===== src/rtl/core/hex_pair_line_parser_defines.svh =====
// ----------------------------------------------------------------------------
// hex_pair_line_parser_defines
// assertion macros shared by the line parser modules
// ----------------------------------------------------------------------------
`ifndef HEX_PAIR_LINE_PARSER_DEFINES_SVH
`define HEX_PAIR_LINE_PARSER_DEFINES_SVH

// property that holds at every clock edge out of reset
`define HPLP_ASSERT(lbl, expr, msg) \
	lbl: assert property (@(posedge clk) disable iff (!arst_n) (expr)) else $error(msg);

// property that holds in the cycle after its trigger
`define HPLP_ASSERT_NEXT(lbl, ante, cons, msg) \
	lbl: assert property (@(posedge clk) disable iff (!arst_n) (ante) |=> (cons)) else $error(msg);

`endif


===== src/rtl/core/hplp_pkg.sv =====
// ----------------------------------------------------------------------------
// hplp_pkg
// types, status codes and helper functions of the hex pair line parser
// ----------------------------------------------------------------------------
`default_nettype none

package hplp_pkg;

	localparam int MAX_REQ_BYTES_DEF  = 16;
	localparam int MAX_RESP_BYTES_DEF = 16;
	localparam int OQ_DEPTH           = 4;

	localparam logic [7:0] CH_NUL = 8'h00;
	localparam logic [7:0] CH_EQ  = 8'h3d;
	localparam logic [7:0] CH_NL  = 8'h0a;

	localparam logic [3:0] ST_OK             = 4'd0;
	localparam logic [3:0] ST_EMPTY          = 4'd1;
	localparam logic [3:0] ST_NO_SEP         = 4'd2;
	localparam logic [3:0] ST_REQ_EMPTY      = 4'd3;
	localparam logic [3:0] ST_REQ_TOO_LONG   = 4'd4;
	localparam logic [3:0] ST_REQ_ODD        = 4'd5;
	localparam logic [3:0] ST_REQ_BAD_DIGIT  = 4'd6;
	localparam logic [3:0] ST_RESP_EMPTY     = 4'd7;
	localparam logic [3:0] ST_RESP_TOO_LONG  = 4'd8;
	localparam logic [3:0] ST_RESP_ODD       = 4'd9;
	localparam logic [3:0] ST_RESP_BAD_DIGIT = 4'd10;

	typedef struct packed {
		logic       kind;
		logic       part;
		logic [3:0] byte_index;
		logic [7:0] byte_value;
		logic [3:0] status;
		logic [4:0] req_len;
		logic [4:0] resp_len;
		logic       end_mark;
	} res_t;

	typedef struct packed {
		logic v0;
		logic v1;
		res_t r0;
		res_t r1;
	} push_t;

	typedef struct packed {
		logic       ok;
		logic [3:0] v;
	} hex_t;

	function automatic hex_t hex_value(input logic [7:0] c);
		hex_t h;
		h.ok = 1'b1;
		h.v  = 4'd0;
		if (c >= 8'h30 && c <= 8'h39) begin
			h.v = 4'(c - 8'h30);
		end else if (c >= 8'h61 && c <= 8'h66) begin
			h.v = 4'(c - 8'h57);
		end else if (c >= 8'h41 && c <= 8'h46) begin
			h.v = 4'(c - 8'h37);
		end else begin
			h.ok = 1'b0;
		end
		return h;
	endfunction

	function automatic logic [3:0] part_status(input logic [7:0] digits, input logic bad,
		input logic [7:0] lim, input logic is_resp);
		logic [3:0] st;
		if (digits == 8'd0) begin
			st = is_resp ? ST_RESP_EMPTY : ST_REQ_EMPTY;
		end else if (digits > lim) begin
			st = is_resp ? ST_RESP_TOO_LONG : ST_REQ_TOO_LONG;
		end else if (digits[0]) begin
			st = is_resp ? ST_RESP_ODD : ST_REQ_ODD;
		end else if (bad) begin
			st = is_resp ? ST_RESP_BAD_DIGIT : ST_REQ_BAD_DIGIT;
		end else begin
			st = ST_OK;
		end
		return st;
	endfunction

endpackage

`default_nettype wire


===== src/rtl/core/hex_pair_line_parser.sv =====
// ----------------------------------------------------------------------------
// hex_pair_line_parser
// parses a hexrequest=hexresponse line one character per transfer
//
//  channel   direction  handshake             payload
//  input     in         in_valid / in_ready   ch, has_char, last
//  result    out        out_valid / out_ready kind, part, byte_index,
//                                             byte_value, status, req_len,
//                                             resp_len, end_mark
//
// one character per cycle while the queue has room; a result passes the input register, then the queue
// the input register feeds combinational step logic into a four entry queue
// a character may give a byte and a status; the queue absorbs the extra one
// input stalls only while the queue holds more than two results
// reset returns the parser to the start of a line
// ----------------------------------------------------------------------------
`default_nettype none

module hex_pair_line_parser #(
	parameter int MAX_REQ_BYTES  = hplp_pkg::MAX_REQ_BYTES_DEF,
	parameter int MAX_RESP_BYTES = hplp_pkg::MAX_RESP_BYTES_DEF
) (
	input  wire logic       clk,
	input  wire logic       arst_n,
	input  wire logic       in_valid,
	output logic            in_ready,
	input  wire logic [7:0] ch,
	input  wire logic       has_char,
	input  wire logic       last,
	output logic            out_valid,
	input  wire logic       out_ready,
	output logic            kind,
	output logic            part,
	output logic [3:0]      byte_index,
	output logic [7:0]      byte_value,
	output logic [3:0]      status,
	output logic [4:0]      req_len,
	output logic [4:0]      resp_len,
	output logic            end_mark
);
	import hplp_pkg::*;

	push_t push;
	logic  room;
	res_t  res;

	hplp_core #(
		.MAX_REQ_BYTES  (MAX_REQ_BYTES),
		.MAX_RESP_BYTES (MAX_RESP_BYTES)
	) u_core (
		.clk      (clk),
		.arst_n   (arst_n),
		.in_valid (in_valid),
		.in_ready (in_ready),
		.ch       (ch),
		.has_char (has_char),
		.last     (last),
		.room     (room),
		.push     (push)
	);

	hplp_outq u_outq (
		.clk       (clk),
		.arst_n    (arst_n),
		.push      (push),
		.room      (room),
		.out_valid (out_valid),
		.out_ready (out_ready),
		.out_res   (res)
	);

	assign kind       = res.kind;
	assign part       = res.part;
	assign byte_index = res.byte_index;
	assign byte_value = res.byte_value;
	assign status     = res.status;
	assign req_len    = res.req_len;
	assign resp_len   = res.resp_len;
	assign end_mark   = res.end_mark;

endmodule

`default_nettype wire


===== src/rtl/core/hplp_part.sv =====
// ----------------------------------------------------------------------------
// hplp_part
// saturating digit counter and bad digit flag of one part of the line
// ----------------------------------------------------------------------------
`default_nettype none

module hplp_part #(
	parameter int MAX_BYTES = hplp_pkg::MAX_REQ_BYTES_DEF,
	parameter int DW        = $clog2(2 * MAX_BYTES + 2)
) (
	input  wire logic          clk,
	input  wire logic          arst_n,
	input  wire logic          take,
	input  wire logic          clear,
	input  wire logic          hex_ok,
	output logic [DW-1:0]      digits_nx,
	output logic               bad_nx,
	output logic               latch,
	output logic               emit,
	output logic [3:0]         idx
);
	import hplp_pkg::*;

	localparam logic [DW-1:0] LIM = DW'(2 * MAX_BYTES);

	logic [DW-1:0] digits_q;
	logic          bad_q;
	logic [DW-1:0] inc;
	logic          step;

	assign inc  = digits_q + DW'(1);
	assign step = take && !(digits_q > LIM);

	always_comb begin
		digits_nx = digits_q;
		bad_nx    = bad_q;
		latch     = 1'b0;
		emit      = 1'b0;
		if (step) begin
			digits_nx = inc;
			bad_nx    = bad_q | !hex_ok;
			latch     = inc[0];
			emit      = !inc[0] && !(inc > LIM);
		end
	end

	assign idx = 4'((inc >> 1) - DW'(1));

	always_ff @(posedge clk or negedge arst_n) begin
		if (!arst_n) begin
			digits_q <= '0;
			bad_q    <= 1'b0;
		end else if (clear) begin
			digits_q <= '0;
			bad_q    <= 1'b0;
		end else begin
			digits_q <= digits_nx;
			bad_q    <= bad_nx;
		end
	end

endmodule

`default_nettype wire


===== src/rtl/core/hplp_outq.sv =====
// ----------------------------------------------------------------------------
// hplp_outq
// small result queue, up to two writes and one read per cycle
// ----------------------------------------------------------------------------
`default_nettype none
`include "hex_pair_line_parser_defines.svh"

module hplp_outq (
	input  wire logic           clk,
	input  wire logic           arst_n,
	input  wire hplp_pkg::push_t push,
	output logic                room,
	output logic                out_valid,
	input  wire logic           out_ready,
	output hplp_pkg::res_t      out_res
);
	import hplp_pkg::*;

	localparam int AW = $clog2(OQ_DEPTH);
	localparam int CW = $clog2(OQ_DEPTH + 1);

	res_t          mem_q [OQ_DEPTH];
	logic [AW-1:0] wr_q;
	logic [AW-1:0] rd_q;
	logic [CW-1:0] count_q;
	logic          pop;
	logic [1:0]    n_push;

	assign out_valid = count_q != '0;
	assign out_res   = mem_q[rd_q];
	assign pop       = out_valid && out_ready;
	assign room      = count_q <= CW'(OQ_DEPTH - 2);
	assign n_push    = {1'b0, push.v0} + {1'b0, push.v1};

	always_ff @(posedge clk) begin
		if (push.v0) begin
			mem_q[wr_q] <= push.r0;
		end
		if (push.v1) begin
			mem_q[AW'(wr_q + AW'(1))] <= push.r1;
		end
	end

	always_ff @(posedge clk or negedge arst_n) begin
		if (!arst_n) begin
			wr_q    <= '0;
			rd_q    <= '0;
			count_q <= '0;
		end else begin
			wr_q    <= AW'(wr_q + AW'(n_push));
			rd_q    <= rd_q + AW'(pop);
			count_q <= CW'(count_q + CW'(n_push) - CW'(pop));
		end
	end

	`HPLP_ASSERT(a_count_bound, count_q <= CW'(OQ_DEPTH), "result queue overfilled")
	`HPLP_ASSERT(a_push_order, !push.v1 || push.v0, "second slot written without first")
	`HPLP_ASSERT(a_push_room, !push.v0 || room, "result written without room")

endmodule

`default_nettype wire


===== src/rtl/core/hplp_core.sv =====
// ----------------------------------------------------------------------------
// hplp_core
// input register, line state and per character step of the parser
// ----------------------------------------------------------------------------
`default_nettype none
`include "hex_pair_line_parser_defines.svh"

module hplp_core #(
	parameter int MAX_REQ_BYTES  = hplp_pkg::MAX_REQ_BYTES_DEF,
	parameter int MAX_RESP_BYTES = hplp_pkg::MAX_RESP_BYTES_DEF
) (
	input  wire logic        clk,
	input  wire logic        arst_n,
	input  wire logic        in_valid,
	output logic             in_ready,
	input  wire logic [7:0]  ch,
	input  wire logic        has_char,
	input  wire logic        last,
	input  wire logic        room,
	output hplp_pkg::push_t  push
);
	import hplp_pkg::*;

	localparam int RQW = $clog2(2 * MAX_REQ_BYTES + 2);
	localparam int RSW = $clog2(2 * MAX_RESP_BYTES + 2);

	typedef enum logic [2:0] {
		PH_REQ  = 3'b001,
		PH_RESP = 3'b010,
		PH_DONE = 3'b100
	} phase_t;

	logic       valid_s1;
	logic [7:0] ch_s1;
	logic       has_s1;
	logic       last_s1;

	phase_t     phase_q;
	phase_t     phase_nx;
	logic [3:0] held_q;
	logic       sep_off_q;
	logic       nl_off_q;
	logic       sep_off_nx;
	logic       nl_off_nx;

	logic       fire;
	logic       clear;
	hex_t       hx;
	logic       is_nul;
	logic       is_eq;
	logic       is_nl;
	logic       in_req;
	logic       in_resp;
	logic       nl_end;
	logic       req_take;
	logic       resp_take;

	logic [RQW-1:0] req_digits_nx;
	logic           req_bad_nx;
	logic           req_latch;
	logic           req_emit;
	logic [3:0]     req_idx;
	logic [RSW-1:0] resp_digits_nx;
	logic           resp_bad_nx;
	logic           resp_latch;
	logic           resp_emit;
	logic [3:0]     resp_idx;

	res_t       byte_res;
	res_t       stat_res;
	logic [3:0] st;

	assign fire     = valid_s1 && room;
	assign in_ready = !valid_s1 || fire;
	assign clear    = fire && last_s1;

	always_ff @(posedge clk or negedge arst_n) begin
		if (!arst_n) begin
			valid_s1 <= 1'b0;
		end else if (in_ready) begin
			valid_s1 <= in_valid;
		end
	end

	always_ff @(posedge clk) begin
		if (in_ready && in_valid) begin
			ch_s1   <= ch;
			has_s1  <= has_char;
			last_s1 <= last;
		end
	end

	// character classification
	assign hx      = hex_value(ch_s1);
	assign is_nul  = ch_s1 == CH_NUL;
	assign is_eq   = ch_s1 == CH_EQ;
	assign is_nl   = ch_s1 == CH_NL;
	assign in_req  = has_s1 && phase_q == PH_REQ && !sep_off_q;
	assign in_resp = has_s1 && phase_q == PH_RESP;
	assign nl_end  = in_resp && !nl_off_q && is_nl;

	assign req_take  = fire && in_req && !is_nul && !is_eq;
	assign resp_take = fire && in_resp && !nl_end;

	always_comb begin
		phase_nx   = phase_q;
		sep_off_nx = sep_off_q;
		nl_off_nx  = nl_off_q;
		if (in_req && is_nul) begin
			sep_off_nx = 1'b1;
		end else if (in_req && is_eq) begin
			phase_nx = PH_RESP;
		end
		if (nl_end) begin
			phase_nx = PH_DONE;
		end else if (in_resp && is_nul) begin
			nl_off_nx = 1'b1;
		end
	end

	hplp_part #(
		.MAX_BYTES (MAX_REQ_BYTES),
		.DW        (RQW)
	) u_req (
		.clk       (clk),
		.arst_n    (arst_n),
		.take      (req_take),
		.clear     (clear),
		.hex_ok    (hx.ok),
		.digits_nx (req_digits_nx),
		.bad_nx    (req_bad_nx),
		.latch     (req_latch),
		.emit      (req_emit),
		.idx       (req_idx)
	);

	hplp_part #(
		.MAX_BYTES (MAX_RESP_BYTES),
		.DW        (RSW)
	) u_resp (
		.clk       (clk),
		.arst_n    (arst_n),
		.take      (resp_take),
		.clear     (clear),
		.hex_ok    (hx.ok),
		.digits_nx (resp_digits_nx),
		.bad_nx    (resp_bad_nx),
		.latch     (resp_latch),
		.emit      (resp_emit),
		.idx       (resp_idx)
	);

	always_ff @(posedge clk or negedge arst_n) begin
		if (!arst_n) begin
			phase_q   <= PH_REQ;
			held_q    <= 4'd0;
			sep_off_q <= 1'b0;
			nl_off_q  <= 1'b0;
		end else if (clear) begin
			phase_q   <= PH_REQ;
			held_q    <= 4'd0;
			sep_off_q <= 1'b0;
			nl_off_q  <= 1'b0;
		end else if (fire) begin
			phase_q   <= phase_nx;
			sep_off_q <= sep_off_nx;
			nl_off_q  <= nl_off_nx;
			if (req_latch || resp_latch) begin
				held_q <= hx.v;
			end
		end
	end

	// closing status from the state after this character
	always_comb begin
		if (phase_nx == PH_REQ) begin
			st = (!sep_off_nx && req_digits_nx == '0) ? ST_EMPTY : ST_NO_SEP;
		end else begin
			st = part_status(8'(req_digits_nx), req_bad_nx, 8'(2 * MAX_REQ_BYTES), 1'b0);
			if (st == ST_OK) begin
				st = part_status(8'(resp_digits_nx), resp_bad_nx,
					8'(2 * MAX_RESP_BYTES), 1'b1);
			end
		end
	end

	always_comb begin
		byte_res            = '0;
		byte_res.part       = resp_emit;
		byte_res.byte_index = resp_emit ? resp_idx : req_idx;
		byte_res.byte_value = {held_q, hx.v};

		stat_res          = '0;
		stat_res.kind     = 1'b1;
		stat_res.status   = st;
		stat_res.end_mark = 1'b1;
		if (st == ST_OK) begin
			stat_res.req_len  = 5'(req_digits_nx >> 1);
			stat_res.resp_len = 5'(resp_digits_nx >> 1);
		end
	end

	always_comb begin
		push = '0;
		if (req_emit || resp_emit) begin
			push.v0 = 1'b1;
			push.r0 = byte_res;
			push.v1 = clear;
			push.r1 = stat_res;
		end else begin
			push.v0 = clear;
			push.r0 = stat_res;
		end
	end

	`HPLP_ASSERT_NEXT(a_line_restart, clear,
		phase_q == PH_REQ && !sep_off_q && !nl_off_q && held_q == 4'd0,
		"line state not cleared after closing transfer")
	`HPLP_ASSERT_NEXT(a_s1_hold, valid_s1 && !fire,
		valid_s1 && ch_s1 == $past(ch_s1) && last_s1 == $past(last_s1),
		"stalled character lost")

endmodule

`default_nettype wire


===== config.mk =====
export PLATFORM = sky130hd
export DESIGN_NAME = hex_pair_line_parser
export DESIGN_NICKNAME = d
export VERILOG_FILES = /design/src/rtl/core/hplp_pkg.sv /design/src/rtl/core/hex_pair_line_parser.sv /design/src/rtl/core/hplp_part.sv /design/src/rtl/core/hplp_outq.sv /design/src/rtl/core/hplp_core.sv
export VERILOG_INCLUDE_DIRS = /design/src /design/src/rtl/core
export SDC_FILE = /design/constraint.sdc
export NUM_CORES = 1
export LEC_CHECK = 0
export BUFFER_PORTS_ARGS = -buffer_cell sky130_fd_sc_hd__buf_4
export CORE_MARGIN = 1.5
export CORE_UTILIZATION = 61
export CTS_BUF_LIST = sky130_fd_sc_hd__clkbuf_8 sky130_fd_sc_hd__clkbuf_16
export DETAILED_ROUTE_END_ITERATION = 12
export GPL_ROUTABILITY_DRIVEN = 0
export PLACE_DENSITY = 0.75
export RECOVER_POWER = 100
export SLEW_MARGIN = 20
export SYNTH_ARGS = -nofsm -noshare
export SYNTH_HDL_FRONTEND = slang
export SYNTH_HIERARCHICAL = 1
export SYNTH_SLANG_ARGS = --single-unit

===== constraint.sdc =====
create_clock -name clk -period 5.7 [get_ports clk]
set_input_delay 0.57 -clock clk [delete_from_list [all_inputs] [get_ports clk]]
set_output_delay 0.57 -clock clk [all_outputs]
set_load 0.02 [all_outputs]

==> Word level (Yosys, flattened, before mapping) <==
Memory sizes are Yosys's and may differ from the RTL's.
Index checks and enable logic that the tools add are counted.
{ "word_totals": {"register_bits": 41, "inputBits": 14, "rom_bits": 0, "out_inout_bits": 31, "mem_bits_rw": 116, "latchBits": 0, "wordCells": 158, "n_memories": 1} }
{ "mem_list": {"columns": ["name", "depth", "word_bits", "rd", "rd_ports_with_merged_regs", "write_ports", "line_no", "rtl"], "rows": [
  ["u_outq.mem_q", 4, 29, 1, 0, 2, "hplp_outq.sv:22", "res_t mem_q [OQ_DEPTH];"]
]} }
{ "op_classes": {"n_lt_le_gt_ge": 13, "n_div": 0, "addsub": 13, "reduce_logical": 53, "bitwise_logic": 2, "shift": 0, "mul": 0, "mux": 55, "n_eq_ne": 6} }
{ "ops": {"columns": ["operator", "count"], "rows": [
  ["4-bit two-way mux", 17],
  ["29-bit two-way mux", 2],
  ["6-bit > comparator (second input constant)", 6],
  ["1-bit logical AND", 25],
  ["1-bit two-way mux", 24],
  ["6-bit two-way mux", 4],
  ["3-bit two-way mux", 6],
  ["8-bit by 7-bit >= comparator with 1-bit output (second input constant)", 2],
  ["8-bit by 7-bit <= comparator with 1-bit output (second input constant)", 2],
  ["1-bit zero test", 14],
  ["6-bit by 1-bit adder with 6-bit output (second input constant)", 2],
  ["6-bit zero test", 2],
  ["4-bit by 1-bit subtractor with 4-bit output (second input constant)", 3],
  ["10-bit two-way mux", 1],
  ["8-bit by 4-bit equality test with 1-bit output (second input constant)", 1],
  ["8-bit by 6-bit equality test with 1-bit output (second input constant)", 1],
  ["8-bit by 6-bit >= comparator with 1-bit output (second input constant)", 1],
  ["8-bit by 6-bit <= comparator with 1-bit output (second input constant)", 1],
  ["4-bit zero test", 2],
  ["8-bit zero test", 1],
  ["4-bit by 3-bit subtractor with 4-bit output (second input constant)", 2],
  ["3-bit by 1-bit equality test with 1-bit output (second input constant)", 2],
  ["2-bit nonzero test", 3],
  ["3-bit by 2-bit adder with 3-bit output", 1],
  ["14 further kinds", 17]
]} }

==> Logic depth before layout (Yosys ltp) <==
Gate-level depths: netlist of run 1.
{ "depth": {"ltp_word": 19, "depth_mapped": 22, "ltp_nobuf": 21} }

==> Cells and area by module <==
The synthesis of run 1 kept the hierarchy.
{ "by_module_without_submodules": {"columns": ["module", "cells_per_inst", "seq_area_each_um2", "n_inst", "area_per_inst_um2"], "rows": [
  ["hplp_outq", 319, 3658.5, 1, 5995.8],
  ["hplp_core", 217, 551.8, 1, 1740.4],
  ["hplp_part (u_core.u_resp)", 63, 175.2, 1, 595.6],
  ["hplp_part (u_core.u_req)", 62, 175.2, 1, 555.5]
]} }

==> Worst setup path after synthesis of run 1 <==
Ideal clock, no wire load.
{ "synth_timing": {"path_type": "register to register", "startpoint": "register u_core.phase_q[2]", "endpoint": "memory u_outq/mem_q[2][0] in the netlist's numbering (enable)", "stages_incl_launch_ff": 15, "t_required_ps": 5245, "arrival_ps": 4764, "n_path_buf": 2, "path_slack_ps": 481, "setup_time_ps": 455, "period_less_slack_ps": 5219, "cell_sequence": "dfrtp_1 nor4bb_1 nor2b_1 nor2b_1 o21ai_2 inv_2 and4_1 a21o_1 clkbuf_1 or2_2 clkinv_1 clkbuf_1 nand2_1 nand2b_1 o21ai_0"} }
{ "synth_lines": {"columns": ["item", "line_no", "rtl"], "rows": [
  ["from (decl)", "hplp_core.sv:38", "phase_t phase_q;"],
  ["from (signal assigned)", "hplp_core.sv:165", "phase_q <= phase_nx;"],
  ["to (decl)", "hplp_outq.sv:22", null]
]} }

==> results of run 1 <==
[cells by family after synthesis]
logic type,Yosys count,synth area share [%]
mux,149,22.5
other cells,1,0.0422
xor+xnor,21,2.07
compound gates,65,4.69
simple gates,161,11.0
buf+inv,85,5.21
fa+ha+maj,22,3.18
flops,157,51.3
[cell type report]
cell class | instances | area [sq um]
fill | 995 | 4280
inverter | 36 | 135
clock inverter | 13 | 160
timing repair buffer | 57 | 317
clock buffer | 19 | 453
multi-input combinational | 431 | 3910
tap | 180 | 225
sequential | 157 | 4560
[metrics by stage]
stage | util (%) | setup WS, ns | hold slack (ns) | power, W | area (sq um)
4_1_cts | 70.6 | 0.818 | 0.0688 | 0.00432 | 9920
6_report | 69.5 | 0.545 | 0.335 | 0.00417 | 9760
2_1_floorplan | - | 0.481 | 0.274 | 0.00267 | 8930
3_5_place_dp | 66.3 | 0.844 | 0.465 | 0.00314 | 9300
5_1_grt | 69.5 | 0.228 | 0.318 | 0.00438 | 9760
3_3_place_gp | 66.3 | 1.03 | 0.461 | 0.00311 | 9300
[registers in the layout, indices dropped and copies added (netlist names)]
register	cells
u_core/ch_s1	8
u_core/has_s1	1
u_core/held_q	4
u_core/last_s1	1
u_core/nl_off_q	1
u_core/phase_q	3
u_core/sep_off_q	1
u_core/u_req/bad_q	1
u_core/u_req/digits_q	6
u_core/u_resp/bad_q	1
u_core/u_resp/digits_q	6
u_core/valid_s1	1
u_outq/count_q	3
u_outq/mem_q	116
u_outq/rd_q	2
u_outq/wr_q	2
[worst paths after layout]
check                                                            to  slack, ns  cells past startpoint
worst min register to register         u_core/held_q[2]$_DFFE_PN0P_       0.48                      2
max in group asynchronous                  u_outq/rd_q[1]$_DFF_PN0_       4.03                      1
worst max-delay path                  u_outq/mem_q[0][27]$_DFFE_PP_       0.55                     14
worst max register to register        u_outq/mem_q[0][27]$_DFFE_PP_       0.55                     14
min in group asynchronous       u_core/u_resp/digits_q[4]$_DFF_PN0_       0.57                      1
worst min-delay path                    u_core/valid_s1$_DFFE_PN0N_       0.33                      2
[synth_stat cells (all sizes together), types with 3 or more instances]
cell type | count | area, sq um
a21oi | 16 | 80.1
and2 | 10 | 65.1
buf | 39 | 290
clkbuf | 10 | 37.5
dfrtp | 30 | 751
edfxtp | 126 | 3780
ha | 21 | 263
inv | 35 | 131
mux2 | 116 | 1310
mux2i | 4 | 40.0
mux4 | 29 | 653
nand2 | 34 | 128
nand2b | 6 | 37.5
nand3 | 7 | 35.0
nand4 | 5 | 37.5
nor2 | 15 | 56.3
nor2b | 18 | 113
nor3 | 13 | 65.1
nor3b | 7 | 57.6
nor4 | 17 | 113
nor4b | 5 | 65.1
o21ai | 21 | 113
o21bai | 3 | 22.5
o22ai | 3 | 18.8
o31ai | 3 | 22.5
or2 | 4 | 25.0
or3b | 3 | 26.3
or4 | 5 | 52.6
xnor2 | 16 | 140
xor2 | 5 | 43.8
[worst reg2reg max path, delay by kind of cell, from the launching register on]
family,cells,cell delay [ns]
AOI/OAI and AO/OA,4,1.91
DFF,1,0.39
buffers and inverters,3,0.95
and+or+nand+nor,7,1.57
[power by group through the flow]
stage	clock (W)	combinational [W]	sequential (W)
floorplan	0	0.00111	0.00157
global placement	0	0.00140	0.00171
detailed placement	0	0.00142	0.00172
CTS	0.00119	0.00143	0.00170
global route	0.00124	0.00142	0.00172
finish	0.00118	0.00131	0.00169
[per-layer routing]
metal / up-vias / share of wire (%) / global-route usage, %
li1: 2558 / - / -
met1: 2702 / 44 / 34.8
met2: 200 / 48 / 42.3
met3: 35 / 5.8 / 5.45
met4: 0 / 2.0 / 9.27
met5: - / 0 / 0
==> results.rst, run 1 <==
.. list-table::
   :header-rows: 1

   * - Metric
     - Value
   * - Vias per cell
     - 6.15
   * - Number of DRC violations after detailed routing
     - 0
   * - Final Hold Vio Count
     - 0
   * - Source-to-sink clock delay at the later pin of the worst-skew pair
     - 0.43 ns
   * - Antenna Violating Nets Remaining
     - 0
   * - Core Box Area
     - 14000 sq um
   * - P_int
     - 0.00280 W
   * - Share of synthesized flip-flops with an asynchronous set or reset
     - 19.7%
   * - Outcome
     - finished with violations
   * - Final critical delay including setup and external delays
     - 5.15 ns
   * - Number of detailed-routing iterations run before antenna repair
     - 5
   * - Cell Count Post-Placement
     - 861
   * - Max-cap check violation count
     - 2
   * - Die Width
     - 124 um
   * - Row Count
     - 43
   * - Overflow after GRT
     - 0
   * - Top flip-flop cell by instance count after synthesis
     - sky130_fd_sc_hd__edfxtp_1
   * - I/O Buffers
     - 44
   * - Crit end category
     - flip-flop
   * - Fin. max-slew vios
     - 63
   * - Count of buffers added by post-CTS timing repair for setup
     - 0
   * - Timing startpoint of the critical path
     - u_outq/count_q[0]$_DFF_PN0_
   * - Total standard cell area after synthesis
     - 8890 sq um
   * - Gate Count Post-Synth
     - 661
   * - Worst-case vdd ir drop
     - 0.245 mV
   * - Largest net degree at the start of global routing
     - 32
   * - Synthesized area per cell
     - 13.4 sq um
   * - CTS H-tree lvls
     - 4
   * - Leakage power total
     - 3.64 nW
   * - Worst min-delay path startpoint
     - in_valid
   * - Antenna diode count
     - 0
   * - Reg-to-reg startpoint
     - u_outq/count_q[0]$_DFF_PN0_
   * - Die extent in y
     - 124 um
   * - Hold/Removal Path Class
     - input port to flip-flop
   * - Clock group share of total power
     - 28.2%
   * - Highest-delay cell along the critical path
     - sky130_fd_sc_hd__o21ai_1
   * - Headroom to the max-slew limit
     - -34.0%
   * - Kind of critical path
     - flip-flop to flip-flop
   * - Actual slew at the worst max-slew pin
     - 2.01 ns
   * - Number of DRC markers after the initial detailed-route iteration
     - 444
   * - Comb pwr share
     - 31.4%
   * - Top delay family on crit path
     - compound AO/OA/AOI/OAI gates
   * - Placed wire-length estimate after detailed placement
     - 11.9 mm
   * - CTS resizes
     - 0
   * - Wire length per cell
     - 20.8 um
   * - TritonCTS clock tree
     - built
   * - Worst path cell trace
     - a21oi_1 -> nand2_1 -> nor2b_1 -> nor2b_1 -> o21ai_0 -> inv_2 -> and4_1 -> a21o_1 -> or2_2 -> clkinv_1 -> nand2_1 -> nand2b_1 -> o21ai_1 -> buf_4
   * - Net switching fraction of the power
     - 32.9%
   * - Clock sink total
     - 157
   * - Fraction of the yosys area taken by sequential cells
     - 51.3%
   * - Routed wire length
     - 18.5 mm
   * - Type of origin of the critical path
     - flip-flop
   * - Clock-pin slew on the worst setup and hold paths
     - 0.06 ns
   * - Initial Util
     - 63.3%
   * - Area enclosed by the die boundary
     - 15300 sq um
   * - Post-synth EDFFs
     - 126
   * - Peak Freq
     - 0.194 GHz
   * - Global-route wire length before repair
     - 29.2 mm
   * - Tcrit/Tclk final
     - 90.4%
   * - Aggregate negative setup slack
     - 0 ns
   * - Unique cell type count in the Yosys netlist
     - 66
   * - Sequential share of power
     - 40.4%
   * - Most frequent cells in the layout
     - sky130_fd_sc_hd__edfxtp_1 (126), sky130_fd_sc_hd__mux2_2 (115), sky130_fd_sc_hd__inv_1 (39), sky130_fd_sc_hd__nand2_1 (34), sky130_fd_sc_hd__clkbuf_1 (33)
   * - # setup viols final
     - 0
   * - Post-cts hold buffer count
     - 0
   * - Initial antenna violation count
     - 0
   * - Synthesis warning total
     - 6
   * - Layout Nets
     - 736
   * - CTS root buf
     - sky130_fd_sc_hd__clkbuf_16
   * - Number of CTS-inserted buffers
     - 17
   * - Violated checks
     - max-capacitance violations, max-slew violations
   * - Maximum buffer depth of the clock tree
     - 2
   * - Via count of the first global-routing pass
     - 5537
   * - Crit path buf inv count
     - 3
   * - Worst-case clock skew
     - 0.00667 ns
   * - I/O pin cnt
     - 45
   * - Area added between synthesis and finish
     - 9.81%
   * - Most common cell after layout, fill and taps aside
     - sky130_fd_sc_hd__edfxtp_1
   * - Critical path's largest stage delay
     - 0.94 ns
   * - Power density normalized to cell area
     - 428 nW/um^2
   * - Routed via count
     - 5495
   * - Critical path fanouts, max
     - 19
   * - Count of placed standard cells in the final layout, fillers left out
     - 893
   * - Unrepaired setup endpoints after global routing
     - no
   * - Register bit count reported by yosys
     - 157
   * - Share of cells above drive strength 1
     - 30.4%
   * - WP data arrival
     - 5.25 ns
   * - Required time at the worst-slack endpoint
     - 5.80 ns
   * - Reported net switching power
     - 0.00137 W
   * - Combined global-route utilization of all metal layers
     - 26.0%
Note: power is estimated with default switching activity, not from simulation.
==> inputs of run 2 (changes only) <==
- CORE_UTILIZATION: 61 -> 40
- PLACE_DENSITY: 0.75 -> 0.52
- RECOVER_POWER: 100 -> default
==> results.rst, run 2 (synthesis results as in run 1) <==
.. list-table::
   :header-rows: 1

   * - Metric
     - Value
   * - Routed via count
     - 5450 (-0.82%)
   * - Critical path fanouts, max
     - 27 (+8)
   * - Maximum buffer depth of the clock tree
     - 2 (unchanged)
   * - Crit path depth
     - 18 (+4)
   * - Fill cells
     - 1973 (+98%)
   * - Overflow after GRT
     - 0 (unchanged)
   * - Worst-case clock skew
     - 0.0105 ns (+0.00387 ns)
   * - I/O pin cnt
     - 45 (unchanged)
   * - TritonCTS clock tree
     - built
   * - Type of origin of the critical path
     - flip-flop
   * - Critical path's largest stage delay
     - 0.60 ns (-0.34 ns)
   * - Initial Util
     - 40.7% (-23 points)
   * - Outcome
     - completed
   * - Max-cap check violation count
     - 0 (-2)
   * - Routed wire length
     - 20.7 mm (+12%)
   * - Clock-pin slew on the worst setup and hold paths
     - 0.07 ns (about the same)
   * - Number of DRC markers after the initial detailed-route iteration
     - 341 (-23%)
   * - Tcrit/Tclk final
     - 87.9% (-2.5 points)
   * - Core utilization of the finished layout
     - 45.9% (-24 points)
   * - Antenna diode count
     - 0 (unchanged)
   * - Leakage power total
     - 3.74 nW (+2.8%)
   * - Global-route wire length before repair
     - 33.0 mm (+13%)
   * - Headroom to the max-slew limit
     - 34.2% (+68 points)
   * - Most frequent cells in the layout
     - sky130_fd_sc_hd__edfxtp_1 (126), sky130_fd_sc_hd__mux2_2 (116), sky130_fd_sc_hd__buf_4 (56), sky130_fd_sc_hd__nand2_1 (34), sky130_fd_sc_hd__inv_1 (33)
   * - Reg-to-reg setup timing slack
     - 0.69 ns (+0.14 ns)
   * - Die Width
     - 152 um (+23%)
   * - Required time at the worst-slack endpoint
     - 6.04 ns (+0.24 ns)
   * - WP data arrival
     - 5.35 ns (+0.10 ns)
   * - Reg-to-reg startpoint
     - u_core/ch_s1[2]$_DFFE_PP_
   * - Antenna Violating Nets Remaining
     - 0 (unchanged)
   * - Aggregate negative setup slack
     - 0 ns (unchanged)
   * - Die extent in y
     - 152 um (+23%)
   * - Source-to-sink clock delay at the later pin of the worst-skew pair
     - 0.43 ns (about the same)
   * - CTS resizes
     - 0 (unchanged)
   * - Registers with the most flip-flops
     - u_outq/mem_q: 116 flops, u_core/ch_s1: 8 flops
   * - Timing endpoint of the critical path
     - u_outq/count_q[2]$_DFF_PN0_
   * - Area added between synthesis and finish
     - 12.7%
   * - Combined global-route utilization of all metal layers
     - 18.5% (-7.5 points)
   * - Initial antenna violation count
     - 0 (unchanged)
   * - Via count of the first global-routing pass
     - 5735 (+3.6%)
   * - Worst reg-to-reg path cell count
     - 18 (+4)
   * - # setup viols final
     - 0 (unchanged)
   * - Layout Nets
     - 736 (unchanged)
   * - Number of CTS-inserted buffers
     - 17 (unchanged)
   * - Highest-delay cell along the critical path
     - sky130_fd_sc_hd__nor4b_1
   * - Peak Freq
     - 0.200 GHz (+2.9%)
   * - Most common cell after layout, fill and taps aside
     - sky130_fd_sc_hd__edfxtp_1
   * - Number of DRC violations after detailed routing
     - 0 (unchanged)
   * - Worst r2r dst
     - u_outq/count_q[2]$_DFF_PN0_
   * - Hold/Removal Path Class
     - input port to asynchronous set/reset pin
   * - Biggest register
     - u_outq/mem_q
   * - Row Count
     - 54 (+26%)
   * - Area enclosed by the die boundary
     - 23100 sq um (+51%)
   * - Power density normalized to cell area
     - 432 nW/um^2 (+0.95%)
   * - Worst path cell trace
     - nor4_1 -> nor4b_1 -> nor2b_1 -> o21ai_2 -> inv_2 -> and4_1 -> a21o_1 -> or2_2 -> clkinv_1 -> nor2_1 -> ha_1 -> inv_1 -> ha_1 -> inv_1 -> ha_1 -> fa_1 -> xnor2_1 -> xnor2_1
   * - Final critical delay including setup and external delays
     - 5.01 ns (-0.145 ns)
   * - Crit path buf inv count
     - 4 (+1)
   * - CTS H-tree lvls
     - 4 (unchanged)
   * - Final Hold Vio Count
     - 0 (unchanged)
   * - Clock sink total
     - 157 (unchanged)
   * - I/O Buffers
     - 44 (unchanged)
   * - Number of detailed-routing iterations run before antenna repair
     - 5 (unchanged)
   * - Count of buffers added by post-CTS timing repair for setup
     - 0 (unchanged)
   * - Kind of critical path
     - flip-flop to flip-flop
   * - Core Box Area
     - 21800 sq um (+55%)
   * - Unrepaired setup endpoints after global routing
     - no
   * - Largest net degree at the start of global routing
     - 32 (unchanged)
   * - Number of flip-flops in the largest register
     - 116 (unchanged)
   * - Most repeated library cell on the critical path
     - sky130_fd_sc_hd__ha_1
   * - Wire length per cell
     - 20.9 um (+0.44%)
   * - Top delay family on crit path
     - simple AND/OR/NAND/NOR gates
   * - Placed wire-length estimate after detailed placement
     - 13.3 mm (+12%)
   * - CTS root buf
     - sky130_fd_sc_hd__clkbuf_16
   * - Post-cts hold buffer count
     - 0 (unchanged)
   * - Vias per cell
     - 5.49 (-11%)
   * - Timing startpoint of the critical path
     - u_core/ch_s1[2]$_DFFE_PP_
   * - Share of cells above drive strength 1
     - 37.2% (+6.7 points)
   * - Fin. max-slew vios
     - 0 (-100%)
   * - Crit end category
     - flip-flop
   * - Actual slew at the worst max-slew pin
     - 0.975 ns (-1.04 ns)
   * - Worst-case vdd ir drop
     - 0.211 mV (-14%)
[run 2: per-layer routing]
layer	global-route usage, %	part of all wire [%]
met1	26.3	48
met2	29.9	48
met3	3.11	3.1
met4	3.93	0.70
met5	0	0
[run 2: worst min path at each step]
stage	from	endpoint	slack (ns)	cells past startpoint
6_report	arst_n	u_core/u_req/digits_q[4]$_DFF_PN0_	0.08	1
3_3_place_gp	u_core/held_q[0]$_DFFE_PN0P_	u_core/held_q[0]$_DFFE_PN0P_	0.47	2
2_1_floorplan	arst_n	u_core/held_q[0]$_DFFE_PN0P_	0.27	0
5_1_grt	arst_n	u_core/valid_s1$_DFFE_PN0N_	0.1	1
3_5_place_dp	u_core/held_q[0]$_DFFE_PN0P_	u_core/held_q[0]$_DFFE_PN0P_	0.47	2
4_1_cts	arst_n	u_core/u_resp/bad_q$_DFF_PN0_	0.08	1
[run 2: layout make-up]
type	count	area [sq um]	share of cell area, %
clock inverters	15	174	1.74
multi-input cells	431	3930	39.2
well taps	280	350	3.50
clock buffers	17	425	4.25
inverters	36	135	1.35
repair buffers	57	440	4.40
flip-flops and latches	157	4560	45.6
[run 2: report_power, final]
part	switching (W)	internal, W	total (W)
sequential	0.000150	0.00148	0.00163
clock	0.000507	0.000662	0.00117
combinational	0.000837	0.000688	0.00153
total	0.00149	0.00283	0.00432
[run 2: per-stage QoR]
| step | setup slack [ns] | std cells | hold slack (ns) | power (W) | area (sq um) |
|---|---|---|---|---|---|
| 2_1_floorplan | 0.481 | 673 | 0.274 | 0.00267 | 8930 |
| 5_1_grt | 0.198 | 993 | 0.0994 | 0.00456 | 10000 |
| 3_5_place_dp | 0.718 | 961 | 0.473 | 0.00320 | 9420 |
| 3_3_place_gp | 0.921 | 961 | 0.473 | 0.00318 | 9420 |
| 6_report | 0.690 | 993 | 0.0783 | 0.00432 | 10000 |
| 4_1_cts | 0.684 | 993 | 0.0785 | 0.00437 | 10000 |
[run 2: worst register-to-register path, cell delays in order (launching register included)]
cell and delay (ns):
sky130_fd_sc_hd__edfxtp_1 0.50, sky130_fd_sc_hd__nor4_1 0.46, sky130_fd_sc_hd__nor4b_1 0.60, sky130_fd_sc_hd__nor2b_1 0.28
sky130_fd_sc_hd__o21ai_2 0.16, sky130_fd_sc_hd__inv_2 0.08, sky130_fd_sc_hd__and4_1 0.19, sky130_fd_sc_hd__a21o_1 0.28
sky130_fd_sc_hd__or2_2 0.55, sky130_fd_sc_hd__clkinv_1 0.16, sky130_fd_sc_hd__nor2_1 0.11, sky130_fd_sc_hd__ha_1 0.33
sky130_fd_sc_hd__inv_1 0.05, sky130_fd_sc_hd__ha_1 0.26, sky130_fd_sc_hd__inv_1 0.04, sky130_fd_sc_hd__ha_1 0.18
sky130_fd_sc_hd__fa_1 0.37, sky130_fd_sc_hd__xnor2_1 0.19, sky130_fd_sc_hd__xnor2_1 0.14
